$ cat config.mk
export PLATFORM = sky130hd
export DESIGN_NAME = sliding_window_max_min_sum_unit_flat
export DESIGN_NICKNAME = d
export VERILOG_FILES = /design/src/hw/rtl/swmms_pkg.sv /design/src/hw/rtl/swmms_sample_if.sv /design/src/hw/rtl/swmms_result_if.sv /design/src/hw/rtl/swmms_cfg_if.sv /design/src/hw/rtl/sliding_window_max_min_sum_unit.sv /design/src/flat_wrapper.sv
export VERILOG_INCLUDE_DIRS = /design/src /design/src/hw/rtl
export SDC_FILE = /design/constraint.sdc
export NUM_CORES = 2
export LEC_CHECK = 0
export BUFFER_PORTS_ARGS = -buffer_cell sky130_fd_sc_hd__buf_2
export CAP_MARGIN = 15
export CORE_MARGIN = 4
export CORE_UTILIZATION = 33
export CTS_BUF_LIST = sky130_fd_sc_hd__clkbuf_8
export DETAILED_ROUTE_END_ITERATION = 12
export SLEW_MARGIN = 0
export SYNTH_ARGS = -nofsm -noshare
export SYNTH_HDL_FRONTEND = slang
export SYNTH_SLANG_ARGS = --single-unit
export TNS_END_PERCENT = 20
$ cat constraint.sdc
create_clock -name clk -period 5.3 [get_ports clk]
set_input_delay 0.265 -clock clk [delete_from_list [all_inputs] [get_ports clk]]
set_output_delay 0.265 -clock clk [all_outputs]
set_load 0.01 [all_outputs]
$ cat src/hw/rtl/sliding_window_max_min_sum_unit_macros.svh
// Assertion macros for the sliding window max/min/sum unit.
// Used by sliding_window_max_min_sum_unit.sv; expects clk and rst_n in scope.
`ifndef SLIDING_WINDOW_MAX_MIN_SUM_UNIT_MACROS_SVH
`define SLIDING_WINDOW_MAX_MIN_SUM_UNIT_MACROS_SVH

`ifndef SYNTHESIS

// Antecedent implies consequent in the same cycle.
`define SWMMS_ASSERT_SAME(label, ante, cons) \
    label: assert property (@(posedge clk) disable iff (!rst_n) (ante) |-> (cons)) \
        else $error("swmms assertion failed");

// Antecedent implies consequent in the next cycle.
`define SWMMS_ASSERT_NEXT(label, ante, cons) \
    label: assert property (@(posedge clk) disable iff (!rst_n) (ante) |=> (cons)) \
        else $error("swmms assertion failed");

`else

`define SWMMS_ASSERT_SAME(label, ante, cons)
`define SWMMS_ASSERT_NEXT(label, ante, cons)

`endif

`endif

$ cat src/hw/rtl/swmms_pkg.sv
// Package for the sliding window max/min/sum unit: constants, types, states.
// No dependencies; used by the interfaces and the top level.
`default_nettype none

package swmms_pkg;

    localparam int WINDOW_MAX  = 64;
    localparam int SAMPLE_BITS = 16;
    localparam int TOTAL_BITS  = 48;
    localparam int CFG_BITS    = 7;

    localparam int SLOT_BITS = $clog2(WINDOW_MAX) > 0 ? $clog2(WINDOW_MAX) : 1;
    localparam int FILL_BITS = $clog2(WINDOW_MAX + 1);
    localparam int POS_BITS  = FILL_BITS;
    localparam int ADDR_BITS = SLOT_BITS + 1;
    localparam int MEM_DEPTH = 2 * (2 ** SLOT_BITS);
    localparam int CMP_BITS  = (CFG_BITS > FILL_BITS) ? CFG_BITS : FILL_BITS;
    localparam int SUM_BITS  = TOTAL_BITS + 1;

    // deque select
    localparam logic DQ_MAX = 1'b0;
    localparam logic DQ_MIN = 1'b1;

    localparam logic signed [TOTAL_BITS-1:0] TOTAL_HI = {1'b0, {(TOTAL_BITS-1){1'b1}}};
    localparam logic signed [TOTAL_BITS-1:0] TOTAL_LO = {1'b1, {(TOTAL_BITS-1){1'b0}}};

    typedef struct packed {
        logic signed [SAMPLE_BITS-1:0] value;
        logic [POS_BITS-1:0]           pos;
    } swmms_entry_t;

    typedef enum logic [2:0] {
        ST_IDLE,
        ST_FRONT_RD,
        ST_FRONT_CHK,
        ST_BACK_RD,
        ST_BACK_CHK,
        ST_PUSH,
        ST_FINISH
    } swmms_state_t;

endpackage

`default_nettype wire

$ cat src/hw/rtl/swmms_sample_if.sv
// Input channel interface: one sample per transaction.
// Depends on swmms_pkg.
`default_nettype none

interface swmms_sample_if;
    logic                                    valid;
    logic                                    ready;
    logic signed [swmms_pkg::SAMPLE_BITS-1:0] sample;
    logic                                    last_sample;

    modport source (output valid, output sample, output last_sample, input ready);
    modport sink   (input valid, input sample, input last_sample, output ready);
endinterface

`default_nettype wire

$ cat src/hw/rtl/swmms_result_if.sv
// Result channel interface: one window result per transaction.
// Depends on swmms_pkg.
`default_nettype none

interface swmms_result_if;
    logic                                     valid;
    logic                                     ready;
    logic                                     window_full;
    logic signed [swmms_pkg::SAMPLE_BITS-1:0] window_max;
    logic signed [swmms_pkg::SAMPLE_BITS-1:0] window_min;
    logic signed [swmms_pkg::TOTAL_BITS-1:0]  running_total;
    logic                                     total_saturated;

    modport source (output valid, output window_full, output window_max,
                    output window_min, output running_total, output total_saturated,
                    input ready);
    modport sink   (input valid, input window_full, input window_max,
                    input window_min, input running_total, input total_saturated,
                    output ready);
endinterface

`default_nettype wire

$ cat src/hw/rtl/swmms_cfg_if.sv
// Configuration write channel interface: window size register.
// Depends on swmms_pkg.
`default_nettype none

interface swmms_cfg_if;
    logic                              valid;
    logic                              ready;
    logic [swmms_pkg::CFG_BITS-1:0]    data;

    modport source (output valid, output data, input ready);
    modport sink   (input valid, input data, output ready);
endinterface

`default_nettype wire

$ cat src/hw/rtl/sliding_window_max_min_sum_unit.sv
// Sliding window max/min/sum unit, top level.
// Depends on swmms_pkg, the three channel interfaces and the macros header.
`default_nettype none
`include "sliding_window_max_min_sum_unit_macros.svh"

// Usage
// - samples: one signed sample per transaction, last_sample closes a sequence.
// - results: one transaction per sample: window_full, window max and min
//   (zero until the window is full), saturating running total and its flag.
// - cfg: writes the window size (0 acts as 1, above WINDOW_MAX acts as
//   WINDOW_MAX). Always ready; write only while idle.
// Per sample: for each deque in turn (max, then min) the front entry is read and
// retired while it has aged out of the window, then back entries are read and
// popped while the new sample dominates them, then the sample is pushed; a final
// step writes the result register. Each front or back check waits on one read of
// the deque RAM, which has a registered read port. A new sample is taken only in
// the idle state, once the previous sample has been processed.
// Both deques share one 2*WINDOW_MAX entry RAM, one half per deque; the
// front value of each deque is kept in a register so no extra read is needed.
// The result register frees the input side: a new sample is taken while the
// previous result waits, and only the final step stalls on a held result.
// Reset: window size 1, deques empty, counters and total zero. No RAM clear.
// After a last_sample result all sequence state returns to that reset state.
module sliding_window_max_min_sum_unit (
    input  wire logic       clk,
    input  wire logic       rst_n,
    swmms_sample_if.sink    samples,
    swmms_result_if.source  results,
    swmms_cfg_if.sink       cfg
);
    import swmms_pkg::*;

    // deque RAM: lower half max deque, upper half min deque
    swmms_entry_t mem [MEM_DEPTH];
    swmms_entry_t rd_data_reg;
    logic                 rd_en;
    logic [ADDR_BITS-1:0] rd_addr;
    logic                 wr_en;
    logic [ADDR_BITS-1:0] wr_addr;
    swmms_entry_t         wr_data;

    swmms_state_t state_reg, state_next;
    logic         sel_reg, sel_next;

    logic [SLOT_BITS-1:0]          head_reg  [2];
    logic [SLOT_BITS-1:0]          head_next [2];
    logic [FILL_BITS-1:0]          fill_reg  [2];
    logic [FILL_BITS-1:0]          fill_next [2];
    logic signed [SAMPLE_BITS-1:0] front_reg  [2];
    logic signed [SAMPLE_BITS-1:0] front_next [2];

    logic [POS_BITS-1:0]          pos_reg, pos_next;
    logic [FILL_BITS-1:0]         seen_reg, seen_next;
    logic signed [TOTAL_BITS-1:0] total_reg, total_next;
    logic                         sat_reg, sat_next;
    logic [CFG_BITS-1:0]          window_size_reg;

    // captured transaction
    logic signed [SAMPLE_BITS-1:0] sample_reg;
    logic                          last_reg;

    // result register
    logic                          out_valid_reg, out_valid_next;
    logic                          out_full_reg, out_full_next;
    logic signed [SAMPLE_BITS-1:0] out_max_reg, out_max_next;
    logic signed [SAMPLE_BITS-1:0] out_min_reg, out_min_next;
    logic signed [TOTAL_BITS-1:0]  out_total_reg, out_total_next;
    logic                          out_sat_reg, out_sat_next;

    logic                 accept;
    logic                 commit;
    logic [SLOT_BITS-1:0] cur_head;
    logic [FILL_BITS-1:0] cur_fill;
    logic [SLOT_BITS-1:0] back_slot;
    logic [SLOT_BITS-1:0] push_slot;
    logic [POS_BITS-1:0]  age;
    logic                 dominated;
    logic [CMP_BITS-1:0]  cfg_wide;
    logic [FILL_BITS-1:0] w_eff;
    logic [FILL_BITS-1:0] seen_inc;
    logic                 full;
    logic signed [SUM_BITS-1:0] sum_wide;
    logic signed [TOTAL_BITS-1:0] sum_sat;
    logic                 sum_ovf;

    assign samples.ready = (state_reg == ST_IDLE);
    assign accept        = samples.valid && samples.ready;
    assign cfg.ready     = 1'b1;

    assign results.valid           = out_valid_reg;
    assign results.window_full     = out_full_reg;
    assign results.window_max      = out_max_reg;
    assign results.window_min      = out_min_reg;
    assign results.running_total   = out_total_reg;
    assign results.total_saturated = out_sat_reg;

    // effective window length
    always_comb
    begin
        cfg_wide = CMP_BITS'(window_size_reg);
        if (cfg_wide == '0)
            w_eff = FILL_BITS'(1);
        else if (cfg_wide > CMP_BITS'(WINDOW_MAX))
            w_eff = FILL_BITS'(WINDOW_MAX);
        else
            w_eff = FILL_BITS'(cfg_wide);
    end

    assign cur_head  = head_reg[sel_reg];
    assign cur_fill  = fill_reg[sel_reg];
    assign back_slot = cur_head + cur_fill[SLOT_BITS-1:0] - SLOT_BITS'(1);
    assign push_slot = cur_head + cur_fill[SLOT_BITS-1:0];
    // ages stay at or below WINDOW_MAX, so modular position math is exact
    assign age       = pos_reg - rd_data_reg.pos;
    assign dominated = (sel_reg == DQ_MAX) ? (rd_data_reg.value <= sample_reg)
                                           : (rd_data_reg.value >= sample_reg);

    assign seen_inc = (seen_reg < FILL_BITS'(WINDOW_MAX)) ? seen_reg + FILL_BITS'(1)
                                                           : seen_reg;
    assign full     = (seen_inc >= w_eff);

    // max + min accumulate with clipping at the 48-bit bounds
    assign sum_wide = SUM_BITS'(total_reg) + SUM_BITS'(front_reg[DQ_MAX])
                    + SUM_BITS'(front_reg[DQ_MIN]);
    assign sum_ovf  = (sum_wide[SUM_BITS-1] != sum_wide[SUM_BITS-2]);
    assign sum_sat  = !sum_ovf ? sum_wide[TOTAL_BITS-1:0]
                    : (sum_wide[SUM_BITS-1] ? TOTAL_LO : TOTAL_HI);

    always_comb
    begin
        state_next     = state_reg;
        sel_next       = sel_reg;
        head_next      = head_reg;
        fill_next      = fill_reg;
        front_next     = front_reg;
        pos_next       = pos_reg;
        seen_next      = seen_reg;
        total_next     = total_reg;
        sat_next       = sat_reg;
        out_full_next  = out_full_reg;
        out_max_next   = out_max_reg;
        out_min_next   = out_min_reg;
        out_total_next = out_total_reg;
        out_sat_next   = out_sat_reg;
        rd_en          = 1'b0;
        rd_addr        = {sel_reg, cur_head};
        wr_en          = 1'b0;
        wr_addr        = {sel_reg, push_slot};
        wr_data.value  = sample_reg;
        wr_data.pos    = pos_reg;
        commit         = 1'b0;

        case (state_reg)
            ST_IDLE:
            begin
                if (accept)
                begin
                    state_next = ST_FRONT_RD;
                    sel_next   = DQ_MAX;
                end
            end
            ST_FRONT_RD:
            begin
                if (cur_fill == '0)
                    state_next = ST_PUSH;
                else
                begin
                    rd_en      = 1'b1;
                    state_next = ST_FRONT_CHK;
                end
            end
            ST_FRONT_CHK:
            begin
                if (age >= w_eff)
                begin
                    head_next[sel_reg] = cur_head + SLOT_BITS'(1);
                    fill_next[sel_reg] = cur_fill - FILL_BITS'(1);
                    state_next         = ST_FRONT_RD;
                end
                else
                begin
                    // surviving head is the window extreme unless popped below
                    front_next[sel_reg] = rd_data_reg.value;
                    state_next          = ST_BACK_RD;
                end
            end
            ST_BACK_RD:
            begin
                if (cur_fill == '0)
                    state_next = ST_PUSH;
                else
                begin
                    rd_en      = 1'b1;
                    rd_addr    = {sel_reg, back_slot};
                    state_next = ST_BACK_CHK;
                end
            end
            ST_BACK_CHK:
            begin
                if (dominated)
                begin
                    fill_next[sel_reg] = cur_fill - FILL_BITS'(1);
                    state_next         = ST_BACK_RD;
                end
                else
                    state_next = ST_PUSH;
            end
            ST_PUSH:
            begin
                wr_en              = 1'b1;
                fill_next[sel_reg] = cur_fill + FILL_BITS'(1);
                if (cur_fill == '0)
                    front_next[sel_reg] = sample_reg;
                if (sel_reg == DQ_MAX)
                begin
                    sel_next   = DQ_MIN;
                    state_next = ST_FRONT_RD;
                end
                else
                    state_next = ST_FINISH;
            end
            ST_FINISH:
            begin
                if (!out_valid_reg || results.ready)
                begin
                    commit         = 1'b1;
                    state_next     = ST_IDLE;
                    out_full_next  = full;
                    out_max_next   = full ? front_reg[DQ_MAX] : '0;
                    out_min_next   = full ? front_reg[DQ_MIN] : '0;
                    out_total_next = full ? sum_sat : total_reg;
                    out_sat_next   = sat_reg || (full && sum_ovf);
                    if (last_reg)
                    begin
                        head_next  = '{default: '0};
                        fill_next  = '{default: '0};
                        pos_next   = '0;
                        seen_next  = '0;
                        total_next = '0;
                        sat_next   = 1'b0;
                    end
                    else
                    begin
                        pos_next   = pos_reg + POS_BITS'(1);
                        seen_next  = seen_inc;
                        total_next = full ? sum_sat : total_reg;
                        sat_next   = sat_reg || (full && sum_ovf);
                    end
                end
            end
            default:
            begin
                state_next = ST_IDLE;
            end
        endcase

        if (commit)
            out_valid_next = 1'b1;
        else if (results.ready)
            out_valid_next = 1'b0;
        else
            out_valid_next = out_valid_reg;
    end

    // control state
    always_ff @(posedge clk or negedge rst_n)
    begin
        if (!rst_n)
        begin
            state_reg       <= ST_IDLE;
            sel_reg         <= DQ_MAX;
            head_reg        <= '{default: '0};
            fill_reg        <= '{default: '0};
            pos_reg         <= '0;
            seen_reg        <= '0;
            total_reg       <= '0;
            sat_reg         <= 1'b0;
            window_size_reg <= CFG_BITS'(1);
            out_valid_reg   <= 1'b0;
        end
        else
        begin
            state_reg     <= state_next;
            sel_reg       <= sel_next;
            head_reg      <= head_next;
            fill_reg      <= fill_next;
            pos_reg       <= pos_next;
            seen_reg      <= seen_next;
            total_reg     <= total_next;
            sat_reg       <= sat_next;
            out_valid_reg <= out_valid_next;
            if (cfg.valid && cfg.ready)
                window_size_reg <= cfg.data;
        end
    end

    // payload registers
    always_ff @(posedge clk)
    begin
        front_reg      <= front_next;
        out_full_reg   <= out_full_next;
        out_max_reg    <= out_max_next;
        out_min_reg    <= out_min_next;
        out_total_reg  <= out_total_next;
        out_sat_reg    <= out_sat_next;
        if (accept)
        begin
            sample_reg <= samples.sample;
            last_reg   <= samples.last_sample;
        end
    end

    // deque RAM, one write and one registered read port
    always_ff @(posedge clk)
    begin
        if (wr_en)
            mem[wr_addr] <= wr_data;
        if (rd_en)
            rd_data_reg <= mem[rd_addr];
    end

    // a push never overwrites a live entry
    `SWMMS_ASSERT_SAME(a_push_room, state_reg == ST_PUSH, cur_fill < FILL_BITS'(WINDOW_MAX))
    // no read and write of the same entry in one cycle
    `SWMMS_ASSERT_SAME(a_no_rw_clash, rd_en && wr_en, rd_addr != wr_addr)
    // a new sample always starts on the max deque
    `SWMMS_ASSERT_NEXT(a_start_max, accept, state_reg == ST_FRONT_RD && sel_reg == DQ_MAX)
    // end of sequence leaves both deques empty and counters cleared
    `SWMMS_ASSERT_NEXT(a_last_clears, commit && last_reg,
                       fill_reg[0] == '0 && fill_reg[1] == '0 && pos_reg == '0 && !sat_reg)

endmodule

`default_nettype wire
$ cat src/flat_wrapper.sv
// flat-port wrapper written by rule: the top's interface ports become plain ports
module sliding_window_max_min_sum_unit_flat import swmms_pkg::*;
  (clk, rst_n, samples_valid, samples_sample, samples_last_sample, samples_ready, results_valid, results_window_full, results_window_max, results_window_min, results_running_total, results_total_saturated, results_ready, cfg_valid, cfg_data, cfg_ready);
  swmms_sample_if samples_i ();
  swmms_result_if results_i ();
  swmms_cfg_if cfg_i ();
  input  wire logic clk;
  input  wire logic rst_n;
  input wire logic [$bits(samples_i.valid)-1:0] samples_valid;
  input wire logic [$bits(samples_i.sample)-1:0] samples_sample;
  input wire logic [$bits(samples_i.last_sample)-1:0] samples_last_sample;
  output wire logic [$bits(samples_i.ready)-1:0] samples_ready;
  output wire logic [$bits(results_i.valid)-1:0] results_valid;
  output wire logic [$bits(results_i.window_full)-1:0] results_window_full;
  output wire logic [$bits(results_i.window_max)-1:0] results_window_max;
  output wire logic [$bits(results_i.window_min)-1:0] results_window_min;
  output wire logic [$bits(results_i.running_total)-1:0] results_running_total;
  output wire logic [$bits(results_i.total_saturated)-1:0] results_total_saturated;
  input wire logic [$bits(results_i.ready)-1:0] results_ready;
  input wire logic [$bits(cfg_i.valid)-1:0] cfg_valid;
  input wire logic [$bits(cfg_i.data)-1:0] cfg_data;
  output wire logic [$bits(cfg_i.ready)-1:0] cfg_ready;
  assign samples_i.valid = samples_valid;
  assign samples_i.sample = samples_sample;
  assign samples_i.last_sample = samples_last_sample;
  assign samples_ready = samples_i.ready;
  assign results_valid = results_i.valid;
  assign results_window_full = results_i.window_full;
  assign results_window_max = results_i.window_max;
  assign results_window_min = results_i.window_min;
  assign results_running_total = results_i.running_total;
  assign results_total_saturated = results_i.total_saturated;
  assign results_i.ready = results_ready;
  assign cfg_i.valid = cfg_valid;
  assign cfg_i.data = cfg_data;
  assign cfg_ready = cfg_i.ready;
  sliding_window_max_min_sum_unit u_core (.clk(clk), .rst_n(rst_n), .samples(samples_i), .results(results_i), .cfg(cfg_i));
endmodule
; ---- Word-level counts from Yosys, hierarchy flattened
; Memory sizes are Yosys's and may differ from the RTL's. A register that Yosys moved wholly into a read port is not among the register bits.
; Cells that the tools add are included.
[op_classes]
eq_ne = 14
magnitude_cmp = 8
reduce_logical = 21
muxes = 61
bitwise_logic = 1
n_addsub = 10
[ops]
columns = op, count
row1 = $mux W48, 4
row2 = $bwmux W32, 2
row3 = $mux W32, 2
row4 = $pmux W32 S2, 1
row5 = $mux W7, 9
row6 = $mux W14, 4
row7 = $pmux W14 S4, 1
row8 = $add A48 B16 Y49, 1
row9 = $add A49 B16 Y49, 1
row10 = $mux W12, 3
row11 = $mux W6, 6
row12 = $bwmux W14, 2
row13 = $pmux W12 S2, 1
row14 = $add A7 B1 Y7 const B, 3
row15 = $pmux W3 S7, 1
row16 = $demux W16 S1, 1
row17 = $ge A16 B16 Y1, 1
row18 = $le A16 B16 Y1, 1
row19 = $mux W16, 1
row20 = $mux W3, 5
row21 = $ge A7 B7 Y1, 2
row22 = $logic_not A7 Y1, 2
row23 = $mux W1, 13
row24 = $bwmux W12, 1
row25 = other kinds (31), 47
[totals]
wordCells = 137
inputBits = 29
ff_bits = 232
mem_count = 1
ramBits = 2944
[memory_table]
columns = memory, depth, width, rd, rd_clocked_by_memory_dff, wr, line
row1 = u_core.mem, 128, 23, 1, 1, 1, sliding_window_max_min_sum_unit.sv:34  ; swmms_entry_t mem [MEM_DEPTH];

; ---- Longest topological paths before layout
[logic_depth]
word_depth = 8
ltp_mapped = 19
depth_no_buf = 17

; ---- Worst setup path after synthesis
; Ideal clock, no wire load.
[synth_timing]
path_type = flip-flop to flip-flop
startpoint = reg u_core.pos_reg[0]
endpoint = reg u_core.front_reg[0] (netlist name) (enable)
arrival_time_ns = 4.915
path_stages_with_launch = 15
n_path_buf = 0
required_time_ns = 4.912
setup_slack_ns = -0.003
setup_ns = 0.388
cell_sequence = dfrtp_1 -> inv_1 -> ha_1 -> inv_1 -> fa_1 -> ha_1 -> a21o_1 -> a21o_1 -> a21o_1 -> a21o_1 -> a21o_1 -> a21oi_1 -> and3_1 -> a21oi_1 -> nor2_1
[synth_via]
elab_chain_cells = 4
[synth_lines]
columns = item, line
row1 = start: declaration, sliding_window_max_min_sum_unit.sv:52  ; logic [POS_BITS-1:0] pos_reg, pos_next;
row2 = start signal: assignment, sliding_window_max_min_sum_unit.sv:287  ; pos_reg <= pos_next;
row3 = $sub A7 B7 Y7, sliding_window_max_min_sum_unit.sv:114  ; assign age = pos_reg - rd_data_reg.pos;
row4 = $ge A7 B7 Y1, sliding_window_max_min_sum_unit.sv:174  ; if (age >= w_eff)
row5 = $ne A2 B2 Y1 (no line), --
row6 = $reduce_and A3 Y1 (no line), --
row7 = end signal: assignment, sliding_window_max_min_sum_unit.sv:300  ; front_reg <= front_next;
row8 = end: declaration, sliding_window_max_min_sum_unit.sv:49  ; logic signed [SAMPLE_BITS-1:0] front_reg [2];
; Every way passes these cells.
; A chain may end at the register's enable or synchronous reset.

; ---- Worst setup path after layout
[layout_timing]
startpoint = reg u_core.sel_reg
endpoint = reg u_core.rd_data_reg[8] (netlist name)
[layout_via]
elab_chain_cells = 8
elab_cells_between_ends = 14
[layout_lines]
columns = item, line
row1 = start: declaration, sliding_window_max_min_sum_unit.sv:43  ; logic sel_reg, sel_next;
row2 = start signal: assignment, sliding_window_max_min_sum_unit.sv:284  ; sel_reg <= sel_next;
row3 = $not A1 Y2 (implied by the code), "sliding_window_max_min_sum_unit.sv:109, sliding_window_max_min_sum_unit.sv:110"
row4 = $mux W6 (implied by the code) or $mux W7 (tied branches) (3 in a row), "sliding_window_max_min_sum_unit.sv:109, sliding_window_max_min_sum_unit.sv:110"
row5 = $add A6 B6 Y6, sliding_window_max_min_sum_unit.sv:111  ; assign back_slot = cur_head + cur_fill[SLOT_BITS-1:0] - SLOT_BITS'(1);
row6 = $sub A6 B1 Y6, sliding_window_max_min_sum_unit.sv:111
row7 = $mux W6, sliding_window_max_min_sum_unit.sv:189  ; if (cur_fill == '0)
row8 = $mux W6, sliding_window_max_min_sum_unit.sv:153  ; case (state_reg)
; Parallel ways exist; a longest one is shown, timed or not. The select of a mux whose other input is x is not followed.

==> impl_metrics.yaml <==
cts:
  cts-htree-levels: 6
  cts.sinks: 3199
  cts_buffers: 536
  clockRootBuffer: "clkbuf_8"
  clk_pin_slew_ps: 60
  cts_tree: "done"
  clockBufferDepth: 4
  insertion_delay_ps: 1180
setup_path:
  r2r-start: "u_core.sel_reg$_DFFE_PN0P_"
  slowest_stage: "o22ai_1"
  crit_arrival_ps: 6130
  cp-end-kind: "register"
  path_cells: "mux2_2 > ha_1 > inv_1 > fa_1 > ha_1 > xnor2_1 > inv_1 > a31oi_4 > buf_12 > buf_12 > buf_12 > o221ai_1 > o22ai_1 > a21oi_1 > o22ai_1 > nor4_2"
  crit_start: "u_core.sel_reg$_DFFE_PN0P_"
  reg2reg_depth: 16
  worst-path-max-fanout: 33
  max_stage_delay_ps: 730
  endpoint: "u_core.rd_data_reg[8]$_DFFE_PP_"
  critical_path_required_ps: 6200
  r2r-end: "u_core.rd_data_reg[8]$_DFFE_PP_"
  critical_path.most_common_cell: "buf_12"
  rrSetupSlack_ps: 70
  path_class: "register to register"
  startpoint_type: "register"
finish:
  n_fill_cell: 35500
  multi_input_area_mm2: 0.0322
  syn_to_final_growth_pct: 15.4
  regArea_mm2: 0.0956
  nNetsFinal: 8054
  largest_reg_flops: 2944
  fin_util_pct: 38.4
  drive_gt1_share_pct: 22.4
  final_cells: 13500
global_route:
  busiest_layer: "met2"
  overflow: 0
  grtUsageMet2_pct: 26.7
  antenna_found_initial: 16
  groute.layer.met1.usage_pct: 24.0
  grt_pass1_wl_um: 515000
  grt_usage_pct: 17.1
  grt_max_degree: 97
  use_met3_pct: 3.55
  grt_pass1_vias: 72600
flow_run:
  max-cap-violations: 0
detailed_routing:
  vias_per_cell: 5.37
  wl_per_cell_um: 26.5
  wirelength_um: 357000
  dr.pass1.iters: 5
  drc: 0
  drtAntennaViolNets: 0
  drtIter0Drc: 8143
  via_count: 72400
sta:
  relSlewSlack_pct: 16.7
  fin_skew_ps: 110
  worstMarginPinSlew_ps: 1250
  setup_viol: 0
  min_period_over_period_pct: 98.7
  period_needed_ps: 5230
  rsz0062_at_grt: "true"
  clock.fmax_mhz: 191
  finalMaxSlewViolations: 0
  hold_violations: 0
place:
  gp_congestion: 0.878
  port_buffers: 112
  dpl.cell_count: 12500
  hpwl_um: 216000
floorplanning:
  die_h_um: 635
  io_pins: 114
  initial_core_util_pct: 33.2
  die_x_um: 635
  die_area_mm2: 0.403
  rows: 229
  core_area_mm2: 0.390
logic_synthesis:
  avgSynthCellArea_um2: 18.2
  seq_area_frac_synth_pct: 73.7
  ys_seq_elements: 3199
  syn-instance-count: 7112
  synth_edf_count: 3098
  synth_nets: 7287
  syn_area_mm2: 0.130
  synth_warnings: 0
  async_flop_share_pct: 3.16
  synth_cell_types: 88
  synthFlopType: "edfxtp_1"
hold_path:
  hp-class: "input port to register"
run_status:
  status: "complete, no violations"
[metrics by stage]
stage	setup slack [ps]	TNS [ps]	hold WS [ps]	area (um2)
global placement	-189	-433	368	139000
finish	68.1	0	194	150000
global route	-96.0	-96.1	110	150000
CTS	5.48	0	42.4	150000
detailed placement	-174	-519	378	139000
floorplan	169	0	-30.6	130000
[area by class of cell]
cell class,count,area share (%)
antenna,5,0.00835
clock buffer,554,5.09
clock inverter,395,1.39
inverter,68,0.171
multi-input combinational,3440,21.5
sequential,3199,63.8
tap,5197,4.34
timing repair buffer,634,3.65
[critical path: cells and delay by family (launching register included)]
kind / cells / cell delay (ps)
AOI/OAI and AO/OA: 5 / 1620
adders and majority gates: 3 / 920
buffers and inverters: 5 / 900
DFF: 1 / 560
muxes: 1 / 410
xor gates and xnor gates: 1 / 360
and+or+nand+nor: 1 / 110
[layout by cell type, fill, tap and decap left out, types with 61 or more instances in the layout]
master / n
edfxtp_1: 3098
buf_12: 64
a21oi_1: 283
inv_1: 249
nand2_1: 315
o21ai_0: 107
o221ai_1: 362
dlygate4sd3_1: 61
mux2i_1: 758
buf_2: 111
buf_4: 396
ha_1: 95
nor2_2: 130
dfrtp_1: 92
nor2_1: 122
clkinv_1: 110
mux4_2: 368
o22ai_1: 267
clkbuf_8: 554
[what timing repair did]
item                                   CTS  global route
endpoints found under the hold margin  147             0
hold buffers                            62             0
gates resized for setup                  4            22
pin swaps                                1             2
setup buffers                            2             3
setup endpoints to repair                6            34
[kinds of logic (layout without fill, tap and decap cells)]
logic type                 Yosys count  after routing  share of synthesized area (%)
AOI/OAI and AO/OA                 1261           1261                           6.77
buffers and inverters              473           1651                           1.93
adders and majority gates          148            148                           1.72
DFF                               3199           3199                           73.7
and+or+nand+nor                    782            782                           2.77
muxes                             1173           1173                           12.6
other                                1              6                        0.00289
xor gates and xnor gates            75             75                          0.512
[worst min-delay path by stage]
stage / to / cells after the start / from / slack (ps)
6_report: u_core.state_reg[0]$_DFFE_PN0P_ / 4 / samples_valid / 190
3_3_place_gp: u_core.cfg_wide[4]$_DFFE_PN0P_ / 1 / rst_n / 370
5_1_grt: u_core.state_reg[0]$_DFFE_PN0P_ / 4 / samples_valid / 110
4_1_cts: u_core.state_reg[0]$_DFFE_PN0P_ / 4 / samples_valid / 40
3_5_place_dp: u_core.cfg_wide[4]$_DFFE_PN0P_ / 1 / rst_n / 380
2_1_floorplan: u_core.cfg_wide[1]$_DFFE_PN0P_ / 0 / rst_n / -30
[layer usage]
layer	share of wire [%]	wire [um]	up-vias
met5	0.0084	30	-
met4	3.0	10800	4
met3	9.0	32200	567
met2	46	164000	3429
met1	42	150000	37600
li1	-	-	30800
[cells in the mapped netlist, types with 49 or more instances]
cell,count,share of area [%]
a21oi_1,290,1.1
buf_2,78,0.30
buf_4,87,0.50
clkbuf_1,180,0.52
dfrtp_1,100,1.9
edfxtp_1,3098,72
fa_1,51,0.79
ha_1,95,0.92
inv_1,65,0.19
mux2i_1,760,5.9
mux4_2,368,6.4
nand2_1,315,0.91
nor2_1,253,0.73
o21ai_0,107,0.41
o221ai_1,362,2.4
o22ai_1,279,1.3
xnor2_1,49,0.33
Power is not shown: default switching activity piles up to over one toggle a cycle in this logic, so the estimate is an artifact.
